==> src/sv/mwff_pkg.sv <==
// Shared types, constants and helpers for the maze wall map and flood fill block
package mwff_pkg;

	localparam int DIST_W  = 9;
	localparam int WALL_W  = 4;
	localparam int SENSE_W = 12;
	localparam int COORD_W = 4;
	localparam int SUM_W   = 14;

	localparam int MAZE_SIDE_DEF      = 16;
	localparam int FRONTIER_DEPTH_DEF = 256;

	localparam logic [DIST_W-1:0]  UNREACHED  = 9'd257;
	localparam logic [DIST_W-1:0]  MAX_LEVEL  = 9'd256;
	localparam logic [SENSE_W-1:0] THR_RESET  = 12'd2048;

	// Directions
	localparam logic [1:0] DIR_N = 2'd0;
	localparam logic [1:0] DIR_E = 2'd1;
	localparam logic [1:0] DIR_S = 2'd2;
	localparam logic [1:0] DIR_W = 2'd3;

	// Action codes
	localparam logic ACT_SENSE = 1'b0;
	localparam logic ACT_READ  = 1'b1;

	typedef enum logic [3:0] {
		ST_CLR,
		ST_IDLE,
		ST_WRD,
		ST_WWR,
		ST_DCLR,
		ST_SEED,
		ST_FRD,
		ST_FWAIT,
		ST_WREAD,
		ST_WCAP,
		ST_NRD,
		ST_NCHK,
		ST_LVL,
		ST_RRD,
		ST_RCAP,
		ST_HOLD
	} seq_state_t;

	typedef struct packed {
		logic wall_we;
		logic dist_we;
		logic fr_we;
	} mem_ctl_t;

	// Wall bit for one side of a cell
	function automatic logic [WALL_W-1:0] side_bit(input logic [1:0] d);
		logic [WALL_W-1:0] b;
		case (d)
			DIR_N: b = 4'b0100;
			DIR_E: b = 4'b0001;
			DIR_S: b = 4'b1000;
			DIR_W: b = 4'b0010;
			default: b = 4'b0000;
		endcase
		return b;
	endfunction

endpackage

==> src/sv/mwff_seq.sv <==
// Sequencer and datapath: map clear, wall marking, distance clear, seeding, level-by-level flood and cell reads
module mwff_seq #(
	parameter int MAZE_SIDE      = mwff_pkg::MAZE_SIDE_DEF,
	parameter int FRONTIER_DEPTH = mwff_pkg::FRONTIER_DEPTH_DEF
) (
	input  logic                                clk,
	input  logic                                arst_n,
	input  logic [mwff_pkg::SENSE_W-1:0]        thr,
	input  logic                                in_valid,
	output logic                                in_ready,
	input  logic                                action,
	input  logic [mwff_pkg::COORD_W-1:0]        cell_x,
	input  logic [mwff_pkg::COORD_W-1:0]        cell_y,
	input  logic [1:0]                          heading,
	input  logic [mwff_pkg::SENSE_W-1:0]        sense_left,
	input  logic [mwff_pkg::SENSE_W-1:0]        sense_front_a,
	input  logic [mwff_pkg::SENSE_W-1:0]        sense_front_b,
	input  logic [mwff_pkg::SENSE_W-1:0]        sense_front_c,
	input  logic [mwff_pkg::SENSE_W-1:0]        sense_right,
	input  logic [mwff_pkg::COORD_W-1:0]        goal_x,
	input  logic [mwff_pkg::COORD_W-1:0]        goal_y,
	input  logic                                single_goal,
	output logic                                res_valid,
	input  logic                                res_ready,
	output logic [mwff_pkg::DIST_W-1:0]         res_dist,
	output logic [mwff_pkg::WALL_W-1:0]         res_walls,
	output mwff_pkg::mem_ctl_t                  ctl,
	output logic [$clog2(MAZE_SIDE*MAZE_SIDE)-1:0] wall_waddr,
	output logic [mwff_pkg::WALL_W-1:0]         wall_wdata,
	output logic [$clog2(MAZE_SIDE*MAZE_SIDE)-1:0] wall_raddr,
	input  logic [mwff_pkg::WALL_W-1:0]         wall_rdata,
	output logic [$clog2(MAZE_SIDE*MAZE_SIDE)-1:0] dist_waddr,
	output logic [mwff_pkg::DIST_W-1:0]         dist_wdata,
	output logic [$clog2(MAZE_SIDE*MAZE_SIDE)-1:0] dist_raddr,
	input  logic [mwff_pkg::DIST_W-1:0]         dist_rdata,
	output logic [$clog2(FRONTIER_DEPTH):0]     fr_waddr,
	output logic [2*$clog2(MAZE_SIDE)-1:0]      fr_wdata,
	output logic [$clog2(FRONTIER_DEPTH):0]     fr_raddr,
	input  logic [2*$clog2(MAZE_SIDE)-1:0]      fr_rdata
);

	localparam int RW    = $clog2(MAZE_SIDE);
	localparam int CELLS = MAZE_SIDE * MAZE_SIDE;
	localparam int CW    = $clog2(CELLS);
	localparam int FIW   = $clog2(FRONTIER_DEPTH);
	localparam int FCW   = $clog2(FRONTIER_DEPTH + 1);
	localparam logic [RW-1:0]  LAST_RC  = RW'(MAZE_SIDE - 1);
	localparam logic [RW-1:0]  CTR_LO   = RW'(MAZE_SIDE / 2 - 1);
	localparam logic [CW-1:0]  LAST_CELL = CW'(CELLS - 1);
	localparam logic [FCW-1:0] FR_FULL  = FCW'(FRONTIER_DEPTH);
	localparam logic [2:0]     LAST_OP  = 3'd5;

	mwff_pkg::seq_state_t state_q, state_d;

	logic [RW-1:0]  r_q, c_q, gr_q, gc_q, pr_q, pc_q;
	logic [1:0]     h_q, sidx_q, d_q;
	logic           in_q, single_q, goal_in_q, bank_q;
	logic [2:0]     mark_q, op_q;
	logic [CW-1:0]  cnt_q;
	logic [FCW-1:0] cur_cnt_q, nxt_cnt_q, i_q;
	logic [mwff_pkg::DIST_W-1:0] level_q, nd;
	logic [mwff_pkg::WALL_W-1:0] pw_q;

	logic [1:0]     op_d;
	logic           op_nb, op_mark, op_ok, seed_ok, seed_last, nb_blk, unreached;
	logic [RW-1:0]  op_r, op_c, seed_r, seed_c, nb_r, nb_c;
	logic [mwff_pkg::WALL_W-1:0] op_bit;
	logic           acc_in;
	logic [mwff_pkg::SUM_W-1:0] front_sum, thr3;

	function automatic logic [CW-1:0] cell_addr(input logic [RW-1:0] r, input logic [RW-1:0] c);
		return CW'(CW'(r) * CW'(MAZE_SIDE) + CW'(c));
	endfunction

	function automatic logic [RW-1:0] step_r(input logic [RW-1:0] r, input logic [1:0] d);
		logic [RW-1:0] n;
		case (d)
			mwff_pkg::DIR_N: n = r - RW'(1);
			mwff_pkg::DIR_S: n = r + RW'(1);
			default:         n = r;
		endcase
		return n;
	endfunction

	function automatic logic [RW-1:0] step_c(input logic [RW-1:0] c, input logic [1:0] d);
		logic [RW-1:0] n;
		case (d)
			mwff_pkg::DIR_E: n = c + RW'(1);
			mwff_pkg::DIR_W: n = c - RW'(1);
			default:         n = c;
		endcase
		return n;
	endfunction

	function automatic logic nb_ok(input logic [RW-1:0] r, input logic [RW-1:0] c,
			input logic [1:0] d);
		logic ok;
		case (d)
			mwff_pkg::DIR_N: ok = (r != '0);
			mwff_pkg::DIR_E: ok = (c != LAST_RC);
			mwff_pkg::DIR_S: ok = (r != LAST_RC);
			default:         ok = (c != '0);
		endcase
		return ok;
	endfunction

	// Wall-marking operation decode: side in op_q[2:1], own cell or neighbor in op_q[0]
	always_comb begin
		case (op_q[2:1])
			2'd0: begin
				op_d    = h_q + 2'd3;
				op_mark = mark_q[0];
			end
			2'd1: begin
				op_d    = h_q + 2'd1;
				op_mark = mark_q[1];
			end
			2'd2: begin
				op_d    = h_q;
				op_mark = mark_q[2];
			end
			default: begin
				op_d    = h_q;
				op_mark = 1'b0;
			end
		endcase
		op_nb  = op_q[0];
		op_ok  = op_mark && (!op_nb || nb_ok(r_q, c_q, op_d));
		op_r   = op_nb ? step_r(r_q, op_d) : r_q;
		op_c   = op_nb ? step_c(c_q, op_d) : c_q;
		op_bit = mwff_pkg::side_bit(op_nb ? op_d + 2'd2 : op_d);
	end

	// Seed cell: goal or one of the four center cells
	always_comb begin
		seed_r    = single_q ? gr_q : CTR_LO + RW'(sidx_q[1]);
		seed_c    = single_q ? gc_q : CTR_LO + RW'(sidx_q[0]);
		seed_ok   = single_q ? goal_in_q : 1'b1;
		seed_last = single_q || (sidx_q == 2'd3);
	end

	// Neighbor under test during the flood
	always_comb begin
		nb_r      = step_r(pr_q, d_q);
		nb_c      = step_c(pc_q, d_q);
		nb_blk    = ((pw_q & mwff_pkg::side_bit(d_q)) != '0) || !nb_ok(pr_q, pc_q, d_q);
		unreached = (dist_rdata == mwff_pkg::UNREACHED);
		nd        = (level_q == mwff_pkg::MAX_LEVEL) ? mwff_pkg::MAX_LEVEL
			: level_q + mwff_pkg::DIST_W'(1);
	end

	// Sensor tests at the input: floor(sum/3) < thr is sum < 3*thr
	always_comb begin
		acc_in    = (32'(cell_x) < MAZE_SIDE) && (32'(cell_y) < MAZE_SIDE);
		front_sum = mwff_pkg::SUM_W'(sense_front_a) + mwff_pkg::SUM_W'(sense_front_b)
			+ mwff_pkg::SUM_W'(sense_front_c);
		thr3      = {1'b0, thr, 1'b0} + mwff_pkg::SUM_W'(thr);
	end

	// Next state
	always_comb begin
		state_d = state_q;
		case (state_q)
			mwff_pkg::ST_CLR:   if (cnt_q == LAST_CELL) state_d = mwff_pkg::ST_IDLE;
			mwff_pkg::ST_IDLE: begin
				if (in_valid) begin
					state_d = (action == mwff_pkg::ACT_READ) ? mwff_pkg::ST_RRD
						: mwff_pkg::ST_WRD;
				end
			end
			mwff_pkg::ST_WRD: begin
				if (op_ok) state_d = mwff_pkg::ST_WWR;
				else if (op_q == LAST_OP) state_d = mwff_pkg::ST_DCLR;
			end
			mwff_pkg::ST_WWR: begin
				state_d = (op_q == LAST_OP) ? mwff_pkg::ST_DCLR : mwff_pkg::ST_WRD;
			end
			mwff_pkg::ST_DCLR:  if (cnt_q == LAST_CELL) state_d = mwff_pkg::ST_SEED;
			mwff_pkg::ST_SEED:  if (seed_last) state_d = mwff_pkg::ST_FRD;
			mwff_pkg::ST_FRD: begin
				state_d = (i_q == cur_cnt_q) ? mwff_pkg::ST_LVL : mwff_pkg::ST_FWAIT;
			end
			mwff_pkg::ST_FWAIT: state_d = mwff_pkg::ST_WREAD;
			mwff_pkg::ST_WREAD: state_d = mwff_pkg::ST_WCAP;
			mwff_pkg::ST_WCAP:  state_d = mwff_pkg::ST_NRD;
			mwff_pkg::ST_NRD: begin
				if (!nb_blk) state_d = mwff_pkg::ST_NCHK;
				else if (d_q == 2'd3) state_d = mwff_pkg::ST_FRD;
			end
			mwff_pkg::ST_NCHK: begin
				state_d = (d_q == 2'd3) ? mwff_pkg::ST_FRD : mwff_pkg::ST_NRD;
			end
			mwff_pkg::ST_LVL: begin
				state_d = (nxt_cnt_q == '0) ? mwff_pkg::ST_RRD : mwff_pkg::ST_FRD;
			end
			mwff_pkg::ST_RRD:   state_d = mwff_pkg::ST_RCAP;
			mwff_pkg::ST_RCAP:  state_d = mwff_pkg::ST_HOLD;
			mwff_pkg::ST_HOLD:  if (res_ready) state_d = mwff_pkg::ST_IDLE;
			default:            state_d = mwff_pkg::ST_IDLE;
		endcase
	end

	// Memory controls and handshake outputs
	always_comb begin
		ctl.wall_we = (state_q == mwff_pkg::ST_CLR) || (state_q == mwff_pkg::ST_WWR);
		ctl.dist_we = (state_q == mwff_pkg::ST_CLR) || (state_q == mwff_pkg::ST_DCLR)
			|| ((state_q == mwff_pkg::ST_SEED) && seed_ok)
			|| ((state_q == mwff_pkg::ST_NCHK) && unreached);
		ctl.fr_we   = ((state_q == mwff_pkg::ST_SEED) && seed_ok)
			|| ((state_q == mwff_pkg::ST_NCHK) && unreached && (nxt_cnt_q < FR_FULL));

		wall_waddr = (state_q == mwff_pkg::ST_CLR) ? cnt_q : cell_addr(op_r, op_c);
		wall_wdata = (state_q == mwff_pkg::ST_CLR) ? '0 : (wall_rdata | op_bit);
		case (state_q)
			mwff_pkg::ST_WRD: wall_raddr = cell_addr(op_r, op_c);
			mwff_pkg::ST_RRD: wall_raddr = cell_addr(r_q, c_q);
			default:          wall_raddr = cell_addr(pr_q, pc_q);
		endcase

		case (state_q)
			mwff_pkg::ST_SEED: begin
				dist_waddr = cell_addr(seed_r, seed_c);
				dist_wdata = '0;
			end
			mwff_pkg::ST_NCHK: begin
				dist_waddr = cell_addr(nb_r, nb_c);
				dist_wdata = nd;
			end
			default: begin
				dist_waddr = cnt_q;
				dist_wdata = mwff_pkg::UNREACHED;
			end
		endcase
		dist_raddr = (state_q == mwff_pkg::ST_RRD) ? cell_addr(r_q, c_q) : cell_addr(nb_r, nb_c);

		if (state_q == mwff_pkg::ST_SEED) begin
			fr_waddr = {bank_q, cur_cnt_q[FIW-1:0]};
			fr_wdata = {seed_r, seed_c};
		end else begin
			fr_waddr = {~bank_q, nxt_cnt_q[FIW-1:0]};
			fr_wdata = {nb_r, nb_c};
		end
		fr_raddr = {bank_q, i_q[FIW-1:0]};

		in_ready  = (state_q == mwff_pkg::ST_IDLE);
		res_valid = (state_q == mwff_pkg::ST_HOLD);
	end

	// State register
	always_ff @(posedge clk or negedge arst_n) begin
		if (!arst_n) begin
			state_q <= mwff_pkg::ST_CLR;
		end else begin
			state_q <= state_d;
		end
	end

	// Counters and control registers
	always_ff @(posedge clk or negedge arst_n) begin
		if (!arst_n) begin
			cnt_q     <= '0;
			op_q      <= '0;
			sidx_q    <= '0;
			bank_q    <= 1'b0;
			cur_cnt_q <= '0;
			nxt_cnt_q <= '0;
			i_q       <= '0;
			d_q       <= '0;
			level_q   <= '0;
			mark_q    <= '0;
			in_q      <= 1'b0;
			single_q  <= 1'b0;
			goal_in_q <= 1'b0;
		end else begin
			case (state_q)
				mwff_pkg::ST_CLR: cnt_q <= cnt_q + CW'(1);
				mwff_pkg::ST_IDLE: begin
					if (in_valid) begin
						cnt_q     <= '0;
						op_q      <= '0;
						in_q      <= acc_in;
						single_q  <= single_goal;
						goal_in_q <= (32'(goal_x) < MAZE_SIDE) && (32'(goal_y) < MAZE_SIDE);
						if (action == mwff_pkg::ACT_SENSE && acc_in) begin
							mark_q <= {front_sum < thr3, sense_right < thr, sense_left < thr};
						end else begin
							mark_q <= '0;
						end
					end
				end
				mwff_pkg::ST_WRD:  if (!op_ok) op_q <= op_q + 3'd1;
				mwff_pkg::ST_WWR:  op_q <= op_q + 3'd1;
				mwff_pkg::ST_DCLR: begin
					cnt_q     <= cnt_q + CW'(1);
					sidx_q    <= '0;
					bank_q    <= 1'b0;
					cur_cnt_q <= '0;
				end
				mwff_pkg::ST_SEED: begin
					if (seed_ok) cur_cnt_q <= cur_cnt_q + FCW'(1);
					sidx_q    <= sidx_q + 2'd1;
					i_q       <= '0;
					nxt_cnt_q <= '0;
					level_q   <= '0;
				end
				mwff_pkg::ST_FRD:  if (i_q != cur_cnt_q) i_q <= i_q + FCW'(1);
				mwff_pkg::ST_WCAP: d_q <= '0;
				mwff_pkg::ST_NRD:  if (nb_blk) d_q <= d_q + 2'd1;
				mwff_pkg::ST_NCHK: begin
					if (unreached && (nxt_cnt_q < FR_FULL)) nxt_cnt_q <= nxt_cnt_q + FCW'(1);
					d_q <= d_q + 2'd1;
				end
				mwff_pkg::ST_LVL: begin
					cur_cnt_q <= nxt_cnt_q;
					nxt_cnt_q <= '0;
					bank_q    <= ~bank_q;
					i_q       <= '0;
					level_q   <= nd;
				end
				default: begin
				end
			endcase
		end
	end

	// Payload registers
	always_ff @(posedge clk) begin
		if (state_q == mwff_pkg::ST_IDLE && in_valid) begin
			r_q  <= RW'(cell_x);
			c_q  <= RW'(cell_y);
			h_q  <= heading;
			gr_q <= RW'(goal_x);
			gc_q <= RW'(goal_y);
		end
		if (state_q == mwff_pkg::ST_FWAIT) begin
			pr_q <= fr_rdata[2*RW-1:RW];
			pc_q <= fr_rdata[RW-1:0];
		end
		if (state_q == mwff_pkg::ST_WCAP) begin
			pw_q <= wall_rdata;
		end
		if (state_q == mwff_pkg::ST_RCAP) begin
			res_dist  <= in_q ? dist_rdata : mwff_pkg::UNREACHED;
			res_walls <= in_q ? wall_rdata : '0;
		end
	end

endmodule

==> config.mk <==
export PLATFORM = sky130hd
export DESIGN_NAME = mwff_seq
export DESIGN_NICKNAME = d
export VERILOG_FILES = /design/src/sv/mwff_pkg.sv /design/src/sv/mwff_seq.sv
export SDC_FILE = /design/constraint.sdc
export NUM_CORES = 1
export LEC_CHECK = 0
export ABC_AREA = 1
export BUFFER_PORTS_ARGS = -buffer_cell sky130_fd_sc_hd__buf_2
export CORE_UTILIZATION = 56
export DETAILED_ROUTE_END_ITERATION = 12
export PLACE_DENSITY_LB_ADDON = 0.05
export SLEW_MARGIN = 15
export SYNTH_ARGS = -nofsm -noshare
export SYNTH_HDL_FRONTEND = slang
export SYNTH_SLANG_ARGS = --single-unit
==> constraint.sdc <==
create_clock -name clk -period 4 [get_ports clk]
set_input_delay 0.8 -clock clk [delete_from_list [all_inputs] [get_ports clk]]
set_output_delay 0.8 -clock clk [all_outputs]
set_load 0.01 [all_outputs]
==> flow_metrics.py, run 1 <==
metrics = {
    "sta": {
        "timing.fmax_mhz": 260,
        "fin_crit_sh": 0.962,
        "hold_viol_final": 0,
        "timing.final.crit_period_ns": 3.85,
        "drv_slew": 0,
        "fin_worst_skew_ns": 0.0101,
        "slew_headroom": 0.594,
        "layout_setup_ws_ns": 0.150,
        "setup_viol_count_final": 0,
        "rsz0062_at_grt": "true",
        "max_slew.worst_pin.slew_ns": 0.609,
    },
    "clock_network": {
        "clock-sinks": 104,
        "cts-root-buf": "clkbuf_16",
        "clkTransAtPathRegs_ns": 0.07,
        "numCtsBuffers": 9,
        "postCtsResizedCells": 0,
        "postCtsHoldBufs": 0,
        "cts_setup_buffers": 0,
        "clockBufferDepth": 2,
        "cts_tree": "built",
        "clock_latency_ns": 0.36,
        "htreeDepth": 3,
    },
    "cells_and_area": {
        "design_area_um2": 10400,
        "fillers": 1360,
        "syn_to_final_growth_pct": 16.4,
        "fin_nets": 1592,
        "drive_above_1_share": 0.197,
    },
    "floorplanning": {
        "core_um2": 15400,
        "ios": 206,
        "core.rowCount": 45,
        "start_util": 0.581,
        "die_h_um": 128,
        "die_area_um2": 16500,
        "die_x_um": 128,
    },
    "routing": {
        "drc": 0,
        "antenna_left": 0,
        "dr.pass1.iters": 5,
        "routed_via_density": 5.36,
        "num_vias": 8520,
        "wire_per_inst_um": 14.8,
        "wl_um": 23500,
        "drt_iter0_drc": 563,
    },
    "worst_setup_path": {
        "cp.arrival_ns": 3.05,
        "critical_path_class": "reg -> out",
        "end_kind": "output pin",
        "cp-start-kind": "flip-flop",
        "cp.required_ns": 3.20,
        "r2r_cells": 14,
        "r2r_setup_slack_ns": 1.68,
        "cp_max_fo": 8,
    },
    "logic_synthesis": {
        "synthCells": 1174,
        "synth_cell_type_count": 50,
        "post-synth-top-count-cell": "nand2_1",
        "synthTopCellsByCount": "275 x nand2_1, 159 x inv_1, 99 x o21ai_0",
        "synth_edf_count": 43,
        "syn-cell-area_um2": 8930,
        "async_reset_ff_frac": 0.587,
        "ys_warn_count": 0,
        "synthFlopType": "dfrtp_1",
        "seq_area_frac_synth": 0.315,
        "synth_seq_cells": 104,
        "synth_top_area_share": 0.171,
        "yosysTopAreaCell": "dfrtp_1",
        "ys_top_cells_by_area": "dfrtp_1 17%, edfxtp_1 14%, ha_1 12%",
        "syn_area_per_cell_um2": 7.61,
        "synth_nets": 1396,
    },
    "global_routing": {
        "antenna_found_initial": 1,
        "grt_max_degree": 47,
        "grtUsageTotal": 0.294,
        "grt_pass1_vias": 7921,
        "grt_overflow": 0,
        "grt_pass1_wl_um": 37800,
    },
    "place": {
        "place_area_um2": 10100,
        "hpwlAfterDp_um": 19200,
        "post-place-ws_ns": 0.352,
        "gp_congestion": 0.931,
        "io_buffers": 205,
    },
    "pwr": {
        "ir_drop_mv": 0.283,
        "power.leakage_nw": 5.27,
        "power.density_nw_per_um2": 462,
    },
    "run_status": {
        "status": "completed",
    },
    "hold_path": {
        "hold_class": "in -> async",
    },
    "run": {
        "drv_cap": 0,
    },
}
worst max-delay path: stages (launching register included):
cell,delay (ns)
dfrtp_1,0.50
a21oi_1,0.16
o21ai_1,0.09
xor2_1,0.19
ha_2,0.27
inv_1,0.10
ha_1,0.28
nand2_1,0.05
nand2_1,0.06
a21oi_1,0.06
or2_2,0.27
nand3_1,0.08
xor2_1,0.22
nand2_1,0.10
nand3_1,0.11
buf_2,0.14
kinds of logic after synthesis:
family	synth area share
muxes	0.00112
and+or+nand+nor	0.242
buffers and inverters	0.0905
AOI/OAI and AO/OA	0.144
xor gates and xnor gates	0.0450
adders and majority gates	0.162
DFF	0.315
per-stage QoR:
stage          setup TNS [ns]  hold slack, ns  total power, mW   util  cells
3_5_place_dp                0           0.459             3.92  0.657   1570
4_1_cts                     0           0.386             4.80  0.676   1586
2_1_floorplan               0           0.440             3.14      -   1174
5_1_grt               -0.0569           0.404             5.19  0.676   1586
6_report                    0           0.376             4.81  0.676   1589
3_3_place_gp                0           0.452             3.88  0.657   1570
routing by layer:
metal  vias to the layer above  part of all wire  GRT usage  wire length, um
met5                         -                 0          0                0
met4                         0             0.024     0.0962              573
met3                        49             0.075     0.0697             1770
met2                       312              0.45      0.475            10600
met1                      3868              0.45      0.389            10500
li1                       4291                 -          -                -
cell type report:
type	instances	area, um2	share of cell area
clock buffer	12	258	0.0248
inverter	173	649	0.0625
sequential	104	2820	0.271
timing repair buffer	210	1060	0.102
antenna	3	7.51	0.000722
tap	211	264	0.0254
clock inverter	4	27.5	0.00265
multi-input combinational	872	5310	0.511
path summary, 6_finish.rpt:
check,startpoint,end
worst max-delay path,op_q[2],wall_raddr[7]
min in group clk,cnt_q[7],cnt_q[7]
max in group asynchronous,arst_n,mark_q[2]
worst min-delay path,arst_n,level_q[4]
worst max register to register,op_q[2],state_q[3]
worst min register to register,cnt_q[7],cnt_q[7]
flip-flops by register name, summed over array words and instances (netlist names), 3 cells and up:
| name | count |
|---|---|
| level_q | 9 |
| res_dist | 9 |
| mark_q | 3 |
| gc_q | 4 |
| c_q | 4 |
| r_q | 4 |
| cur_cnt_q | 9 |
| pr_q | 4 |
| cnt_q | 8 |
| state_q | 4 |
| res_walls | 4 |
| op_q | 3 |
| pc_q | 4 |
| gr_q | 4 |
| pw_q | 4 |
| i_q | 9 |
| nxt_cnt_q | 9 |
where the power goes:
part / switching, mW / leakage [nW] / internal (mW)
registers: 0.207 / 1.20 / 1.28
clock network: 0.402 / 0.142 / 0.462
logic: 1.57 / 3.93 / 0.885
layout by cell type, fill, tap and decap left out, drive strengths merged, types with 7 or more instances in the layout:
cell	instances
nand2	289
buf	210
inv	172
o21ai	104
nor2	94
ha	87
a21oi	77
nand3	65
dfrtp	61
edfxtp	43
xor2	32
fa	18
nand4	17
xnor2	13
nor3	12
clkbuf	12
o22ai	11
o211ai	7
a31oi	7
No activity file was read; power rests on OpenSTA's default activity.
==> run 2, diff against run 1 <==
--- a/config.mk
+++ b/config.mk
@@ -9,7 +9,8 @@
 export BUFFER_PORTS_ARGS = -buffer_cell sky130_fd_sc_hd__buf_2
 export CORE_UTILIZATION = 56
 export DETAILED_ROUTE_END_ITERATION = 12
-export PLACE_DENSITY_LB_ADDON = 0.05
+export PLACE_DENSITY_LB_ADDON = 0.25
+export SKIP_LAST_GASP = 1
 export SLEW_MARGIN = 15
 export SYNTH_ARGS = -nofsm -noshare
 export SYNTH_HDL_FRONTEND = slang
==> flow_metrics.py, run 2 (synthesis gave the netlist of run 1 again) <==
metrics = {
    "cells_and_area": {
        "mostFrequentLayoutCells": "275 x nand2_1, 205 x buf_2, 159 x inv_1",
        "fin_nets": 1593,
        "final_common_cell": "nand2_1",
        "syn_to_final_growth_pct": 16.8,
        "design_area_um2": 10400,
        "antennaDiodeCount": 0,
        "fin_util": 0.679,
        "drive_above_1_share": 0.200,
    },
    "global_routing": {
        "grt_pass1_vias": 8146,
        "use_met3": 0.0626,
        "use_met2": 0.488,
        "grt_overflow": 0,
        "antenna_found_initial": 0,
        "busiest_layer": "met2",
        "grt_max_degree": 62,
        "grt_pass1_wl_um": 38400,
        "grtUsageTotal": 0.297,
        "use_met1": 0.387,
    },
    "routing": {
        "num_vias": 8715,
        "routed_via_density": 5.49,
        "dr.pass1.iters": 5,
        "wl_um": 23900,
        "drc": 0,
        "antenna_left": 0,
        "wire_per_inst_um": 15.0,
        "drt_iter0_drc": 492,
    },
    "place": {
        "io_buffers": 205,
        "gp_congestion": 0.962,
        "post-place-ws_ns": 0.302,
        "place_area_um2": 10100,
        "hpwlAfterDp_um": 19200,
    },
    "worst_setup_path": {
        "cp.arrival_ns": 3.02,
        "r2r_cells": 17,
        "cp-start-kind": "flip-flop",
        "critical_path_class": "reg -> out",
        "cp.required_ns": 3.20,
        "critPathLaunch": "op_q[1]",
        "cp_max_fo": 5,
        "reg2reg_to": "state_q[1]",
        "setup.worst_path.end": "wall_waddr[3]",
        "path_common_cell": "nand2_1",
        "max_stage_delay_ns": 0.41,
        "rr_startpoint": "op_q[1]",
        "end_kind": "output pin",
        "cp_cell_sequence": "inv_1 -> a21oi_1 -> o21ai_1 -> xor2_1 -> buf_4 -> ha_4 -> ha_1 -> nand2_1 -> nand2_1 -> a21oi_2 -> nor2_1 -> nor2_1 -> xor2_1 -> nand2_1 -> o21ai_0 -> buf_2",
        "cp_slowest_cell": "dfrtp_1",
        "r2r_setup_slack_ns": 1.67,
    },
    "sta": {
        "setup_viol_count_final": 0,
        "timing.fmax_mhz": 262,
        "slew_headroom": 0.447,
        "timing.final.crit_period_ns": 3.82,
        "fin_worst_skew_ns": 0.00735,
        "max_slew.worst_pin.slew_ns": 0.830,
        "drv_slew": 0,
        "fin_crit_sh": 0.955,
        "layout_setup_ws_ns": 0.179,
        "hold_viol_final": 0,
    },
    "floorplanning": {
        "core.rowCount": 45,
        "ios": 206,
        "die_x_um": 128,
        "start_util": 0.581,
        "core_um2": 15400,
        "die_h_um": 128,
        "die_area_um2": 16500,
    },
    "clock_network": {
        "htreeDepth": 3,
        "cts-root-buf": "clkbuf_16",
        "cts_tree": "built",
        "numCtsBuffers": 9,
        "clkTransAtPathRegs_ns": 0.07,
        "clock-sinks": 104,
        "clock_latency_ns": 0.36,
        "clockBufferDepth": 2,
        "postCtsHoldBufs": 0,
    },
    "pwr": {
        "ir_drop_mv": 0.302,
        "power.leakage_nw": 5.28,
        "power.density_nw_per_um2": 468,
    },
    "hold_path": {
        "hold_class": "reg -> reg",
        "holdCritStartpoint": "cnt_q[7]",
        "worstHoldPathCells": 1,
    },
    "run": {
        "drv_cap": 0,
    },
    "run_status": {
        "status": "completed",
    },
}
==> run 2: how the worst min path moves through the flow <==
stage                           to  slack (ns)
after global routing      cnt_q[7]        0.50
final                     cnt_q[7]        0.47
after detailed placement  cnt_q[7]        0.46
after CTS                 cnt_q[7]        0.47
after floorplan           cnt_q[7]        0.44
after global placement    cnt_q[7]        0.45
==> run 2: cell type report <==
| cell class | count | area [um2] |
|---|---|---|
| flip-flops and latches | 104 | 2820 |
| well taps | 211 | 264 |
| multi-input cells | 872 | 5320 |
| repair buffers | 211 | 1070 |
| inverters | 173 | 649 |
| clock inverters | 6 | 77.6 |
| fillers | 1335 | 4940 |
| clock buffers | 10 | 229 |
==> run 2: worst max-delay path: cells and delay by family (launching register included) <==
family,cells,cell delay (ns)
compound gates,4,0.44
xor+xnor,2,0.49
fa+ha+maj,2,0.38
flops,1,0.41
simple gates,5,0.42
buf+inv,3,0.52
==> run 2: metal layers <==
layer	routed length (um)	part of all wire
met4	652	0.027
met5	0	0
met2	11100	0.47
met1	10200	0.43
met3	1870	0.078
==> run 2: repair_timing <==
action | CTS | global route
setup endpoints to repair | 0 | 5
buffers inserted | 0 | 1
gates resized for setup | 0 | 6
==> run 2: report_power, final <==
| part | leakage [nW] | switching [mW] | internal, mW | total, mW |
|---|---|---|---|---|
| Clock | 0.147 | 0.425 | 0.497 | 0.922 |
| Sequential | 1.20 | 0.207 | 1.28 | 1.49 |
| Combinational | 3.94 | 1.59 | 0.886 | 2.48 |
==> run 2: through the flow <==
stage	setup TNS, ns	hold WS (ns)	cells	total power [mW]
finish	0	0.472	1587	4.89
global route	-0.0166	0.496	1587	5.25
CTS	0	0.470	1586	4.85
detailed placement	0	0.461	1570	3.92
global placement	0	0.452	1570	3.87
floorplan	0	0.440	1174	3.14
==> run 3, diff against run 2 <==
--- a/config.mk
+++ b/config.mk
@@ -10,6 +10,7 @@
 export CORE_UTILIZATION = 56
 export DETAILED_ROUTE_END_ITERATION = 12
 export PLACE_DENSITY_LB_ADDON = 0.25
+export RECOVER_POWER = 100
 export SKIP_LAST_GASP = 1
 export SLEW_MARGIN = 15
 export SYNTH_ARGS = -nofsm -noshare
==> constraint.sdc (replaced) <==
create_clock -name clk -period 3.9 [get_ports clk]
set_input_delay 0.78 -clock clk [delete_from_list [all_inputs] [get_ports clk]]
set_output_delay 0.78 -clock clk [all_outputs]
set_load 0.01 [all_outputs]
==> flow_metrics.py, run 3 (synthesis gave the netlist of run 1 again) <==
metrics = {
    "run_status": {
        "status": "complete, but fails checks",
        "violations": "max-capacitance violations, max-slew violations",
    },
    "worst_setup_path": {
        "rr_startpoint": "state_q[1]",
        "cp.arrival_ns": 3.00,
        "end_kind": "output pin",
        "r2r_setup_slack_ns": 0.38,
        "cp.required_ns": 3.12,
        "cp_max_fo": 4,
        "critPathLaunch": "op_q[1]",
        "cp-start-kind": "flip-flop",
        "critical_path_class": "reg -> out",
    },
    "global_routing": {
        "grt_pass1_wl_um": 39100,
        "antenna_found_initial": 1,
        "grt_max_degree": 47,
        "grtUsageTotal": 0.304,
        "grt_pass1_vias": 8321,
        "grt_overflow": 0,
    },
    "routing": {
        "num_vias": 8784,
        "routed_via_density": 5.51,
        "dr.pass1.iters": 8,
        "drc": 0,
        "drt_iter0_drc": 619,
        "wire_per_inst_um": 15.3,
        "wl_um": 24300,
        "antenna_left": 0,
    },
    "place": {
        "post-place-ws_ns": 0.194,
        "io_buffers": 205,
        "hpwlAfterDp_um": 19400,
        "gp_congestion": 1.02,
    },
    "hold_path": {
        "holdCritStartpoint": "cnt_q[7]",
        "hold_class": "reg -> reg",
    },
    "pwr": {
        "ir_drop_mv": 0.296,
        "p_sw_frac": 0.456,
        "finalPower_mw": 5.00,
        "power.density_nw_per_um2": 479,
        "clkPwrFrac": 0.187,
        "power.switching_mw": 2.28,
        "power.leakage_nw": 5.20,
        "combPwrFrac": 0.507,
        "p_int_mw": 2.72,
        "p_seq_frac": 0.305,
    },
    "clock_network": {
        "clkTransAtPathRegs_ns": 0.07,
        "cts_tree": "built",
        "clock-sinks": 104,
        "numCtsBuffers": 9,
        "clock_latency_ns": 0.36,
        "htreeDepth": 3,
        "clockBufferDepth": 2,
        "postCtsHoldBufs": 0,
        "cts-root-buf": "clkbuf_16",
    },
    "cells_and_area": {
        "final_common_cell": "nand2_1",
        "drive_above_1_share": 0.172,
        "antennaDiodeCount": 0,
        "fin_nets": 1599,
        "syn_to_final_growth_pct": 16.8,
        "fin_util": 0.678,
        "mostFrequentLayoutCells": "280 x nand2_1, 174 x buf_2, 163 x inv_1",
    },
    "floorplanning": {
        "die_area_um2": 16500,
        "die_x_um": 128,
        "ios": 206,
        "start_util": 0.581,
        "core_um2": 15400,
        "die_h_um": 128,
        "core.rowCount": 45,
    },
    "sta": {
        "setup_viol_count_final": 0,
        "max_slew.worst_pin.slew_ns": 1.91,
        "fin_crit_sh": 0.970,
        "fin_worst_skew_ns": 0.00850,
        "slew_headroom": -0.270,
        "setup_tns_ns": 0,
        "timing.fmax_mhz": 264,
        "layout_setup_ws_ns": 0.118,
        "drv_slew": 34,
        "hold_viol_final": 0,
        "timing.final.crit_period_ns": 3.78,
    },
    "run": {
        "drv_cap": 1,
    },
}
run 3: final cells by class:
type | count | area [um2]
fillers | 1397 | 4940
flip-flops and latches | 104 | 2820
clock buffers | 10 | 229
well taps | 211 | 264
inverters | 173 | 649
repair buffers | 217 | 1080
clock inverters | 6 | 66.3
multi-input cells | 872 | 5320
run 3: metrics by stage:
step / hold slack (ns) / cells / cell area [um2]
CTS: 0.482 / 1585 / 10400
global route: 0.505 / 1593 / 10400
detailed placement: 0.473 / 1569 / 10100
floorplan: 0.440 / 1174 / 8930
finish: 0.485 / 1593 / 10400
global placement: 0.475 / 1569 / 10100
run 3: repair_timing:
item	CTS	global route
endpoints found under the hold margin	0	0
pin swaps	0	7
resized for setup	1	12
endpoints found under the setup margin	2	5
buffers inserted	0	8
run 3: critical path: stages, from the launching register on:
cell and delay (ns):
dfrtp_1 0.41, inv_2 0.08, a21oi_2 0.12, o21ai_1 0.08, xor2_1 0.18, buf_4 0.17, ha_4 0.17, ha_1 0.27
nand2_1 0.07, nand2_1 0.07, a21oi_2 0.18, nor2_1 0.06, nor2_1 0.12, xor2_1 0.27, nand2_1 0.09, o211ai_1 0.13
buf_2 0.17
run 3: worst paths after layout:
kind	end	depth (start not counted)
setup / recovery	wall_raddr[3]	16
hold / removal	cnt_q[7]	1
setup reg to reg	cnt_q[4]	12
min in group asynchronous	level_q[3]	1
hold reg to reg	cnt_q[7]	1
max in group asynchronous	op_q[2]	2
run 3: layer usage:
| metal | routed length [um] | GRT usage | vias up | part of all wire |
|---|---|---|---|---|
| li1 | - | - | 4297 | - |
| met1 | 10200 | 0.384 | 4040 | 0.42 |
| met2 | 11300 | 0.508 | 390 | 0.46 |
| met4 | 688 | 0.113 | 0 | 0.028 |
| met5 | 0 | 0 | - | 0 |
| met3 | 2150 | 0.0676 | 57 | 0.088 |
run 3: power groups by stage:
| stage | sequential (mW) | combinational [mW] | clock, mW |
|---|---|---|---|
| after floorplan | 1.47 | 1.76 | 0 |
| after global placement | 1.54 | 2.43 | 0 |
| after detailed placement | 1.54 | 2.49 | 0 |
| after CTS | 1.52 | 2.50 | 0.943 |
| after global routing | 1.55 | 2.83 | 0.982 |
| final | 1.53 | 2.54 | 0.936 |
